[config.mk]
export PLATFORM = sky130hd
export DESIGN_NAME = tlb_lru_page_translator
export DESIGN_NICKNAME = d
export VERILOG_FILES = /design/src/hw/rtl/tlbpt_pkg.sv /design/src/hw/rtl/tlbpt_ram.sv /design/src/hw/rtl/tlb_lru_page_translator.sv
export SDC_FILE = /design/constraint.sdc
export NUM_CORES = 2
export LEC_CHECK = 0
export BUFFER_PORTS_ARGS = -buffer_cell sky130_fd_sc_hd__buf_2
export CAP_MARGIN = 20
export CORE_UTILIZATION = 35
export DETAILED_ROUTE_END_ITERATION = 8
export GPL_ROUTABILITY_DRIVEN = 1
export GPL_TIMING_DRIVEN = 0
export PLACE_DENSITY = 0.51
export SLEW_MARGIN = 20
export SYNTH_ARGS = -nofsm -noshare
export SYNTH_HDL_FRONTEND = slang
export SYNTH_SLANG_ARGS = --single-unit
[constraint.sdc]
create_clock -name clk -period 14.6 [get_ports clk]
set_input_delay 0 -clock clk [delete_from_list [all_inputs] [get_ports clk]]
set_output_delay 0 -clock clk [all_outputs]
set_load 0.02 [all_outputs]
[src/hw/rtl/tlbpt_pkg.sv]
// tlbpt_pkg: shared constants of the page translator
// default geometry and the packed widths of the stream payloads
// no dependencies
`timescale 1ns / 1ps
`default_nettype none

package tlbpt_pkg;

    localparam int unsigned DEF_TLB_ENTRIES = 16;
    localparam int unsigned DEF_OFFSET_BITS = 8;
    localparam int unsigned DEF_PAGE_BITS   = 8;

    localparam int unsigned ADDR_W  = 16;
    localparam int unsigned COUNT_W = 32;

    // result fields packed from bit 0: phys, hit, fault, hit total, fault total
    localparam int unsigned RES_BITS = ADDR_W + 2 + 2 * COUNT_W;
    localparam int unsigned RES_W    = ((RES_BITS + 7) / 8) * 8;

endpackage

`default_nettype wire

[src/hw/rtl/tlbpt_ram.sv]
// tlbpt_ram: generic single-write, single-read synchronous ram
// read data registered; no dependencies
`timescale 1ns / 1ps
`default_nettype none

module tlbpt_ram #(
    parameter int unsigned WIDTH = 8,
    parameter int unsigned DEPTH = 256
) (
    input  wire logic                     clk,
    input  wire logic                     we,
    input  wire logic [$clog2(DEPTH)-1:0] waddr,
    input  wire logic [WIDTH-1:0]         wdata,
    input  wire logic                     re,
    input  wire logic [$clog2(DEPTH)-1:0] raddr,
    output logic      [WIDTH-1:0]         rdata
);

    logic [WIDTH-1:0] mem [DEPTH];

    always_ff @(posedge clk)
    begin
        if (we)
        begin
            mem[waddr] <= wdata;
        end
        if (re)
        begin
            rdata <= mem[raddr];
        end
    end

endmodule

`default_nettype wire

[src/hw/rtl/tlb_lru_page_translator.sv]
// tlb_lru_page_translator: logical to physical page translation with an lru tlb
// depends on tlbpt_pkg and tlbpt_ram (page table storage)
//
// usage
//   s_* carries one logical address per transaction (page above OFFSET_BITS,
//   offset below). m_* returns exactly one result per input transaction:
//   physical address, tlb hit flag, page fault flag and the saturating hit and
//   fault totals after this access.
//   the tlb (tag, frame, valid, recency rank per entry) sits in flops so all
//   entries compare at once; the page table (valid + frame per page) lives in a
//   synchronous ram with registered read data.
//   flow: an address accepted in ST_IDLE starts its page table read; ST_LOOK
//   then compares, picks the lru victim, writes back the tlb, ranks and page
//   table entry and loads the output register once that register is free.
//   m_tvalid rises as the output register is loaded, and no new address is
//   taken until the current one is written back.
//   the page table write happens before the next read can issue, so no
//   forwarding is needed.
//   reset: all tlb entries invalid, counters and free frame pointer cleared,
//   then a clearing pass over all 2**PAGE_BITS page table entries (256 by
//   default) zeroes the page table; s_tready stays low until it ends.
//   stall: while the output register holds an untaken result, the next address
//   can still be accepted and read; its write-back waits until m_tready frees
//   the output register.
`timescale 1ns / 1ps
`default_nettype none

module tlb_lru_page_translator
    import tlbpt_pkg::*;
#(
    parameter int unsigned TLB_ENTRIES = DEF_TLB_ENTRIES,
    parameter int unsigned OFFSET_BITS = DEF_OFFSET_BITS,
    parameter int unsigned PAGE_BITS   = DEF_PAGE_BITS
) (
    input  wire logic              clk,
    input  wire logic              rst_n,
    // input stream
    input  wire logic              s_tvalid,
    output logic                   s_tready,
    input  wire logic [ADDR_W-1:0] s_tdata,   // [15:0] virt_addr
    // result stream
    output logic                   m_tvalid,
    input  wire logic              m_tready,
    // [15:0] phys_addr, [16] tlb_hit, [17] page_fault,
    // [49:18] hit_total, [81:50] fault_total, [87:82] zero
    output logic [RES_W-1:0]       m_tdata
);

    localparam int unsigned IDX_W    = $clog2(TLB_ENTRIES);
    localparam int unsigned RANK_W   = $clog2(TLB_ENTRIES);
    localparam int unsigned NPAGES   = 1 << PAGE_BITS;
    localparam int unsigned MAP_W    = PAGE_BITS + 1;
    localparam logic [RANK_W-1:0] OLDEST = RANK_W'(TLB_ENTRIES - 1);

    typedef enum logic [1:0] {
        ST_CLEAR,
        ST_IDLE,
        ST_LOOK
    } state_t;

    state_t state_reg, state_next;

    // tlb entries
    logic [PAGE_BITS-1:0] tlb_tag_reg   [TLB_ENTRIES];
    logic [PAGE_BITS-1:0] tlb_frame_reg [TLB_ENTRIES];
    logic [TLB_ENTRIES-1:0] tlb_valid_reg, tlb_valid_next;
    logic [RANK_W-1:0]    rank_reg  [TLB_ENTRIES];
    logic [RANK_W-1:0]    rank_next [TLB_ENTRIES];

    // scalar state
    logic [PAGE_BITS:0]   free_frame_reg, free_frame_next;
    logic [COUNT_W-1:0]   hit_cnt_reg, hit_cnt_next;
    logic [COUNT_W-1:0]   fault_cnt_reg, fault_cnt_next;
    logic [PAGE_BITS-1:0] clr_cnt_reg, clr_cnt_next;
    logic [ADDR_W-1:0]    addr_reg, addr_next;
    logic                 m_tvalid_reg, m_tvalid_next;
    logic [RES_W-1:0]     m_tdata_reg, m_tdata_next;

    // page table ram
    logic                 map_we;
    logic [PAGE_BITS-1:0] map_waddr;
    logic [MAP_W-1:0]     map_wdata;
    logic                 map_re;
    logic [PAGE_BITS-1:0] map_raddr;
    logic [MAP_W-1:0]     map_rdata;

    tlbpt_ram #(
        .WIDTH (MAP_W),
        .DEPTH (NPAGES)
    ) u_map (
        .clk   (clk),
        .we    (map_we),
        .waddr (map_waddr),
        .wdata (map_wdata),
        .re    (map_re),
        .raddr (map_raddr),
        .rdata (map_rdata)
    );

    // address split; page bits above bit 15 read as zero
    logic [31:0]          in_wide;
    logic [31:0]          cur_wide;
    logic [PAGE_BITS-1:0] in_page;
    logic [PAGE_BITS-1:0] cur_page;
    logic [31:0]          offset_wide;

    assign in_wide     = 32'(s_tdata);
    assign cur_wide    = 32'(addr_reg);
    assign in_page     = in_wide[OFFSET_BITS +: PAGE_BITS];
    assign cur_page    = cur_wide[OFFSET_BITS +: PAGE_BITS];
    assign offset_wide = cur_wide & ((32'd1 << OFFSET_BITS) - 32'd1);

    logic accept;
    logic out_free;
    logic fire;

    assign s_tready = (state_reg == ST_IDLE);
    assign accept   = s_tvalid && s_tready;
    assign out_free = !m_tvalid_reg || m_tready;
    assign fire     = (state_reg == ST_LOOK) && out_free;

    // parallel tag compare
    logic [TLB_ENTRIES-1:0] hit_vec;
    logic                   hit;
    logic [IDX_W-1:0]       hit_idx;
    logic [PAGE_BITS-1:0]   hit_frame;

    always_comb
    begin
        hit_idx   = '0;
        hit_frame = '0;
        for (int i = 0; i < TLB_ENTRIES; i++)
        begin
            hit_vec[i] = tlb_valid_reg[i] && (tlb_tag_reg[i] == cur_page);
        end
        for (int i = TLB_ENTRIES - 1; i >= 0; i--)
        begin
            if (hit_vec[i])
            begin
                hit_idx   = IDX_W'(i);
                hit_frame = tlb_frame_reg[i];
            end
        end
        hit = |hit_vec;
    end

    // victim: lowest empty entry, else the one holding the oldest rank
    logic [IDX_W-1:0] slot_idx;
    logic             any_empty;

    always_comb
    begin
        slot_idx  = '0;
        any_empty = !(&tlb_valid_reg);
        for (int i = TLB_ENTRIES - 1; i >= 0; i--)
        begin
            if (any_empty)
            begin
                if (!tlb_valid_reg[i])
                begin
                    slot_idx = IDX_W'(i);
                end
            end
            else if (rank_reg[i] == OLDEST)
            begin
                slot_idx = IDX_W'(i);
            end
        end
    end

    // translation result
    logic                 map_present;
    logic                 fault;
    logic [PAGE_BITS-1:0] frame;
    logic [IDX_W-1:0]     touch_idx;
    logic [RANK_W:0]      touch_old;
    logic [31:0]          phys_wide;

    always_comb
    begin
        map_present = map_rdata[PAGE_BITS];
        fault       = !hit && !map_present;
        if (hit)
        begin
            frame = hit_frame;
        end
        else if (fault)
        begin
            frame = free_frame_reg[PAGE_BITS-1:0];
        end
        else
        begin
            frame = map_rdata[PAGE_BITS-1:0];
        end
        touch_idx = hit ? hit_idx : slot_idx;
        touch_old = tlb_valid_reg[touch_idx] ? {1'b0, rank_reg[touch_idx]}
                                             : (RANK_W + 1)'(TLB_ENTRIES);
        phys_wide = (32'(frame) << OFFSET_BITS) | offset_wide;
    end

    // rank aging: entries younger than the touched one move back by one
    always_comb
    begin
        tlb_valid_next = tlb_valid_reg;
        for (int i = 0; i < TLB_ENTRIES; i++)
        begin
            rank_next[i] = rank_reg[i];
            if (fire)
            begin
                if (IDX_W'(i) == touch_idx)
                begin
                    rank_next[i] = '0;
                end
                else if (tlb_valid_reg[i] && ({1'b0, rank_reg[i]} < touch_old))
                begin
                    rank_next[i] = rank_reg[i] + 1'b1;
                end
            end
        end
        if (fire && !hit)
        begin
            tlb_valid_next[slot_idx] = 1'b1;
        end
    end

    // page table port control
    always_comb
    begin
        map_re    = accept;
        map_raddr = in_page;
        map_we    = 1'b0;
        map_waddr = cur_page;
        map_wdata = {1'b1, frame};
        if (state_reg == ST_CLEAR)
        begin
            map_we    = 1'b1;
            map_waddr = clr_cnt_reg;
            map_wdata = '0;
        end
        else if (fire && fault)
        begin
            map_we = 1'b1;
        end
    end

    // sequencer and output register
    always_comb
    begin
        state_next      = state_reg;
        free_frame_next = free_frame_reg;
        hit_cnt_next    = hit_cnt_reg;
        fault_cnt_next  = fault_cnt_reg;
        clr_cnt_next    = clr_cnt_reg;
        addr_next       = addr_reg;
        m_tvalid_next   = m_tvalid_reg && !m_tready;
        m_tdata_next    = m_tdata_reg;

        case (state_reg)
            ST_CLEAR:
            begin
                clr_cnt_next = clr_cnt_reg + 1'b1;
                if (&clr_cnt_reg)
                begin
                    state_next = ST_IDLE;
                end
            end
            ST_IDLE:
            begin
                if (accept)
                begin
                    addr_next  = s_tdata;
                    state_next = ST_LOOK;
                end
            end
            ST_LOOK:
            begin
                if (fire)
                begin
                    if (hit && !(&hit_cnt_reg))
                    begin
                        hit_cnt_next = hit_cnt_reg + 1'b1;
                    end
                    if (fault)
                    begin
                        free_frame_next = free_frame_reg + 1'b1;
                        if (!(&fault_cnt_reg))
                        begin
                            fault_cnt_next = fault_cnt_reg + 1'b1;
                        end
                    end
                    m_tvalid_next = 1'b1;
                    m_tdata_next  = RES_W'({fault_cnt_next, hit_cnt_next, fault, hit,
                                            phys_wide[ADDR_W-1:0]});
                    state_next    = ST_IDLE;
                end
            end
            default:
            begin
                state_next = ST_IDLE;
            end
        endcase
    end

    always_ff @(posedge clk or negedge rst_n)
    begin
        if (!rst_n)
        begin
            state_reg      <= ST_CLEAR;
            free_frame_reg <= '0;
            hit_cnt_reg    <= '0;
            fault_cnt_reg  <= '0;
            clr_cnt_reg    <= '0;
            m_tvalid_reg   <= 1'b0;
        end
        else
        begin
            state_reg      <= state_next;
            free_frame_reg <= free_frame_next;
            hit_cnt_reg    <= hit_cnt_next;
            fault_cnt_reg  <= fault_cnt_next;
            clr_cnt_reg    <= clr_cnt_next;
            m_tvalid_reg   <= m_tvalid_next;
        end
    end

    // payload registers, no reset
    always_ff @(posedge clk)
    begin
        addr_reg    <= addr_next;
        m_tdata_reg <= m_tdata_next;
        if (fire && !hit)
        begin
            tlb_tag_reg[slot_idx]   <= cur_page;
            tlb_frame_reg[slot_idx] <= frame;
        end
    end

    always_ff @(posedge clk or negedge rst_n)
    begin
        if (!rst_n)
        begin
            tlb_valid_reg <= '0;
            for (int i = 0; i < TLB_ENTRIES; i++)
            begin
                rank_reg[i] <= '0;
            end
        end
        else
        begin
            tlb_valid_reg <= tlb_valid_next;
            for (int i = 0; i < TLB_ENTRIES; i++)
            begin
                rank_reg[i] <= rank_next[i];
            end
        end
    end

    assign m_tvalid = m_tvalid_reg;
    assign m_tdata  = m_tdata_reg;

    // a page never sits in two tlb entries
    a_single_match: assert property (@(posedge clk) disable iff (!rst_n)
        (state_reg == ST_LOOK) |-> $onehot0(hit_vec))
        else $error("page matched more than one tlb entry");

    // a result is never both a tlb hit and a page fault
    a_hit_no_fault: assert property (@(posedge clk) disable iff (!rst_n)
        fire |=> m_tvalid && !(m_tdata[ADDR_W] && m_tdata[ADDR_W+1]))
        else $error("result flagged as hit and fault");

    // no new address is taken until the current one is written back
    a_one_in_flight: assert property (@(posedge clk) disable iff (!rst_n)
        accept |=> !s_tready)
        else $error("second address accepted during lookup");

    // totals never go backward
    a_totals_monotonic: assert property (@(posedge clk) disable iff (!rst_n)
        fire |=> (hit_cnt_reg >= $past(hit_cnt_reg))
              && (fault_cnt_reg >= $past(fault_cnt_reg)))
        else $error("hit or fault total decreased");

endmodule

`default_nettype wire

# After elaboration in Yosys (flattened, before gate mapping)
# Memories as Yosys holds them, arrays and structs flattened. A register that Yosys moved wholly into a read port is not among the register bits.
# Index checks and enable logic that the tools add are counted.
# op_classes
addsub	20
order_cmp	20
eq_ne	52
n_mux	140
n_bitwise	3
reduce_logical	89
# op_table
cell	n
4-bit two-way mux	99
8-bit two-way mux	19
8-bit equality test	16
32-bit two-way mux	3
4-bit by 5-bit less-than comparator with 1-bit output	16
32-bit by 1-bit adder with 32-bit output (second input constant)	2
4-bit by 1-bit adder with 4-bit output (second input constant)	16
4-bit equality test (second input constant)	16
32-bit AND reduction	2
1-bit logical AND	40
2-bit AND reduction	18
4-bit equality test (first input constant)	8
2-bit nonzero test	16
4-bit binary-select mux with 4-bit select	1
3-bit by 4-bit equality test with 1-bit output (first input constant)	4
16-bit bitwise OR	1
16-bit by 8-bit bitwise OR with 16-bit output	1
16-bit AND reduction	1
16-bit OR reduction	1
4-bit by 5-bit less-than comparator with 1-bit output (second input constant)	2
1-bit two-way mux	10
9-bit by 1-bit adder with 9-bit output (second input constant)	1
9-bit two-way mux	1
8-bit by 1-bit adder with 8-bit output (second input constant)	1
other kinds (20)	29
# totals
regBits	262
mem_bits_rw	2560
inputBits	20
out_inout_bits	90
wordCells	352
n_memories	3
# memory_table
name	words	width	read_ports	rd_clocked_by_memory_dff	wr	line_no	rtl
u_map.mem	256	9	1	1	1	tlbpt_ram.sv:19	logic [WIDTH-1:0] mem [DEPTH];
tlb_frame_reg	16	8	16	0	1	tlb_lru_page_translator.sv:65	logic [PAGE_BITS-1:0] tlb_frame_reg [TLB_ENTRIES];
tlb_tag_reg	16	8	16	0	1	tlb_lru_page_translator.sv:64	logic [PAGE_BITS-1:0] tlb_tag_reg [TLB_ENTRIES];

# Depth between registers and ports, before layout
# logic_depth
depth_word	43
mapped_depth	26
mapped_depth_nobuf	21

# Modules after synthesis
# From an unflattened synthesis, not the netlist that was laid out.
# unflattened
cells_unflattened	6499
area_unflattened_um2	115214.2
# modules_own_cells
module	instances	cells_per_inst	area_each_um2	seq_area_each_um2
tlbpt_ram	1	4237	89368.2	69456.6
tlb_lru_page_translator	1	2262	25846.0	14709.1

# Worst setup path before layout
# OpenSTA, ideal clock, no wires.
# synth_timing
kind	flip-flop to flip-flop
from	register addr_reg[10]
to	memory u_map.mem[0][1] (netlist name), data pin
setup_ns	1.731
arrival_ns	9.909
t_required_ns	12.869
setup_slack_ns	2.960
path_stages_with_launch	14
path_buffers	4
period_less_slack_ns	11.640
path_cell_list	edfxtp_1 -> buf_4 -> buf_4 -> xor2_1 -> nor4_1 -> nand4_1 -> nand2_2 -> nor4_1 -> and2_1 -> buf_2 -> clkbuf_1 -> nor2_1 -> o221ai_1 -> a31oi_1
# synth_via
elab_chain_cells	20
word_cells_on_any_way	54
classes_between	16 x eq/ne; 19 x mux; 19 x reduce/logical
# synth_lines
item	line_no	rtl
start, declared	tlb_lru_page_translator.sv:75	logic [ADDR_W-1:0] addr_reg, addr_next;
start signal, assigned	tlb_lru_page_translator.sv:329	addr_reg <= addr_next;
8-bit equality test	tlb_lru_page_translator.sv:134	hit_vec[i] = tlb_valid_reg[i] && (tlb_tag_reg[i] == cur_page);
1-bit logical AND	tlb_lru_page_translator.sv:134	
8-bit two-way mux (16 in a row)	tlb_lru_page_translator.sv:138	if (hit_vec[i])
8-bit two-way mux (*)	tlb_lru_page_translator.sv:183	if (hit)
9-bit two-way mux (*)	tlb_lru_page_translator.sv:234	if (state_reg == ST_CLEAR)
named net map_wdata[1]	tlb_lru_page_translator.sv:82	logic [MAP_W-1:0] map_wdata;
end, declared	tlbpt_ram.sv:19	
# Mark *: on every way through the listed nets, which the timed path passes. The rest lies on a longest branch.

# Worst setup path after layout
# layout_timing
from	register addr_reg[10]
to	register rank_reg[19] (netlist name)
# layout_via
elab_chain_cells	28
word_cells_on_any_way	63
classes_between	1 x order compare; 17 x eq/ne; 24 x mux; 1 x bitwise; 20 x reduce/logical
# layout_lines
item	line_no	rtl
8-bit equality test	tlb_lru_page_translator.sv:134	
1-bit logical AND	tlb_lru_page_translator.sv:134	
4-bit two-way mux (16 in a row)	tlb_lru_page_translator.sv:138	
4-bit two-way mux (*)	tlb_lru_page_translator.sv:195	touch_idx = hit ? hit_idx : slot_idx;
4-bit inverter with 5-bit output (not written as such)	tlb_lru_page_translator.sv:196	touch_old = tlb_valid_reg[touch_idx] ? {1'b0, rank_reg[touch_idx]}
4-bit binary-select mux with 4-bit select	tlb_lru_page_translator.sv:196	
4-bit two-way mux (not written as such) (2 in a row)	tlb_lru_page_translator.sv:196	
5-bit two-way mux	tlb_lru_page_translator.sv:196	
4-bit by 5-bit less-than comparator with 1-bit output	tlb_lru_page_translator.sv:214	else if (tlb_valid_reg[i] && ({1'b0, rank_reg[i]} < touch_old))
1-bit logical AND	tlb_lru_page_translator.sv:214	
2-bit nonzero test (no line)	-	
2-bit AND reduction (no line)	-	
end signal, assigned by index	tlb_lru_page_translator.sv:353	rank_reg[i] <= rank_next[i];
end, declared	tlb_lru_page_translator.sv:67	logic [RANK_W-1:0] rank_reg [TLB_ENTRIES];
# Mark *: on every way between the ends. The rest lies on a longest branch, timed or not. The select of a mux whose other input is x is not followed.
# A chain may end at the register's enable or synchronous reset.

==> results.md <==
- GPL Wtd Cong: approximately 0.85
- Max reg flops: between 2000 and 2500
- CTS tree: yes
- FFs w/ async S/R, synth: 5.76%
- Cts repair resizes: 0
- PortBufs: about 100
- Die width: ~570 um
- Mapped Cells: around 5800
- Largest net degree at the start of global routing: 83
- Total CTS buffers: just over 300
- Clk root buf: clkbuf_16
- WP data arrival: 9.59 ns
- Largest family of logic cells by synthesized area: multiplexers
- Post-synthesis sequential area ratio: approximately three quarters
- Share of cells above drive strength 1: between 20 and 25%
- Vias: approximately 60000
- Mapped Avg Cell Area: 19.6 um^2
- Post CTS Setup Buffer Count: 0
- Synth Cell Area: ~110000 um^2
- Post-synthesis simple-gate area fraction: approximately 4.9%
- Min Clock Period, post-route: slightly below 9 ns
- Main synth FF type: edfxtp_1
- Actual slew at the worst max-slew pin: 1.21 ns
- Worst clock skew: between 0.09 and 0.1 ns
- Pwr per Cell Area: between 150 and 200 nW/um^2
- Number of flops mapped to enable cells by yosys: ~2700
- Nature of the critical path startpoint: flop
- All-layer global routing usage: 19.8%
- Setup Crit Path Kind: flop to flop
- Worst slew margin: just under 20%
- Final Hold Vio Count: 0
- Setup TNS: 0 ns
- First DRT Iteration DRCs: between 6000 and 7000
- Ports: 110
- Seq cells post-synth: between 2000 and 3000
- Routed WL per cell: between 30 and 40 um
- TritonRoute pass-1 iters: 6
- Max frequency: ~0.11 GHz
- First-pass GRT wire length: 464 mm
- Final Net Count: between 6000 and 7000
- Initial Utilization: 35.3%
- Synth Area in Adders: less than 1%
- Compound-cell area share of the yosys netlist: around 2.3%
- Unrepaired setup endpoints after global routing: false
- Max-Cap Viols: 0
- Vias in the first global route: approximately 60000
- H-tree depth: 5
- CP required: around 15 ns
- Min-delay worst type: primary input to flop
- Core ar.: 325000 um^2
- Mux share of post-synthesis cell area: 15.4%
- Xor and xnor area share after synthesis: a little over 2%
- Clock-pin slew on the worst setup and hold paths: 0.06 ns
- Clock insertion delay at the later pin of the skew report: around 0.93 ns
- Via/cell ratio: about 5.5
- Final Total Pwr: about 0.024 W
- Library cells used by synthesis: 86
- Final max-slew violation count: 0
- Final worst path period share: between 60% and 70%
- CP Max Fanout: 17
- Row Count: roughly 210
- Die H: between 500 and 600 um
- YS warnings: 0
- Peak VDD IR: about 260 uV
- Setup violations, final: 0
- Commonest non-fill, non-tap cells in the layout: edfxtp_1, mux4_2, nor2_1
- Die area: roughly 330000 um^2
- Longest Clk Path Bufs: 4
- Run status: complete, no violations
- Post-route antenna net violation count: 0
- Initial antenna violation count: 26
- LEAKAGE: roughly 43 nW
- Detailed Place HPWL: about 230 mm
- Residual DRC count: 0
- GR Overflow Total: 0
- Clk sinks: ~2800
- Syn-to-layout area delta: 16.3%
- Most common cell after layout, fill and taps aside: edfxtp_1
- Post-Route WL: between 300 and 400 mm
- CP endpoint kind: flop
## area by class of cell
type                    instances  area [um^2]
well taps                    4325         5410
diodes                          7         17.5
clock buffers                 388         8250
inverters                      40          150
plain buffers                 311         1430
repair buffers                242         3000
fillers                     28700       192000
flip-flops and latches       2830        84200
multi-input cells            2672        29200
clock inverters               163         1760
## synthesized netlist by cell type (31+ instances only)
cell | count | area [um^2]
xnor2_1 | 185 | 1620
nor3_1 | 36 | 180
nand4_1 | 72 | 450
clkbuf_1 | 200 | 751
edfxtp_1 | 2667 | 80100
mux4_2 | 765 | 17200
o211ai_1 | 50 | 375
inv_1 | 39 | 146
or3_1 | 43 | 269
ha_1 | 68 | 851
nor2_1 | 389 | 1460
nand3_1 | 142 | 711
a21o_1 | 36 | 270
dfrtp_1 | 163 | 4080
o21ai_0 | 31 | 155
a31oi_1 | 39 | 244
buf_1 | 68 | 255
xor2_1 | 80 | 701
nand2_1 | 316 | 1190
a21oi_1 | 39 | 195
## routing by layer
layer / GRT usage (%) / vias to the layer above / routed length [um]
met1: 28.6 / 32600 / 146000
met2: 30.9 / 2098 / 154000
met5: 0 / - / 45
met4: 4.33 / 6 / 6800
met3: 3.92 / 426 / 23500
li1: - / 25100 / -
## repair_timing
item | in CTS | in global routing
hold buffers | 35 | 0
setup endpoints to repair | 0 | 0
hold endpoints to repair | 208 | 0
## power breakdown
part / internal [W] / total, W / switching [W]
Combinational: 0.00239 / 0.00665 / 0.00426
Sequential: 0.00971 / 0.00991 / 0.000203
Clock: 0.00459 / 0.00782 / 0.00323
## worst max-delay path, cell delays in order (launching register included)
cell and delay (ns):
edfxtp_1 0.98, buf_4 0.39, buf_4 0.29, xor2_1 0.19, nor4_1 0.08, nand4_1 0.35, nand2_2 0.27, nor4_1 0.58
and2_1 0.20, buf_2 0.26, inv_2 0.08, o22ai_1 0.61, clkbuf_1 0.46, clkbuf_1 0.42, buf_2 0.31, nand2_1 0.12
a31oi_1 0.21, mux2_2 0.20, nor2_1 0.04, a211o_1 0.69, ha_1 0.52, a21o_1 0.18, a21o_1 0.19, a31oi_1 0.31
a211oi_4 0.12, or4_1 0.51, nand3_1 0.09
## final timing paths
check                             startpoint           end  slack (ns)  cells past startpoint
worst max-delay path            addr_reg[10]  rank_reg[19]        5.83                     26
worst min-delay path             s_tdata[11]  addr_reg[11]        0.12                      2
worst max register to register  addr_reg[10]  rank_reg[19]        5.83                     26
worst min register to register   addr_reg[0]    m_tdata[0]        0.42                      0
max in group asynchronous              rst_n  rank_reg[15]       13.33                      6
min in group asynchronous              rst_n      m_tvalid        0.15                      4
## through the flow
step / setup slack [ns] / instance area [um^2] / utilization, % / instances / hold WS [ns]
6_report: 5.83 / 133000 / 41.0 / 11000 / 0.116
5_1_grt: 5.32 / 133000 / 41.0 / 11000 / 0.0645
4_1_cts: 5.87 / 133000 / 41.0 / 11000 / 0.0553
3_5_place_dp: 5.88 / 123000 / 37.8 / 10400 / -0.150
3_3_place_gp: -10.15 / 121000 / 37.1 / 10300 / 0.184
2_1_floorplan: 2.96 / 115000 / - / 5853 / -0.296
## kinds of logic (layout without fill, tap and decap cells)
| kind of cell | count (synthesis) | count (layout) |
|---|---|---|
| DFF | 2830 | 2830 |
| adders and majority gates | 68 | 68 |
| AOI/OAI and AO/OA | 348 | 348 |
| and+or+nand+nor | 1180 | 1180 |
| xor gates and xnor gates | 265 | 265 |
| other | 1 | 13 |
| muxes | 805 | 805 |
| buffers and inverters | 351 | 1144 |
(Power assumes the default switching activity.)
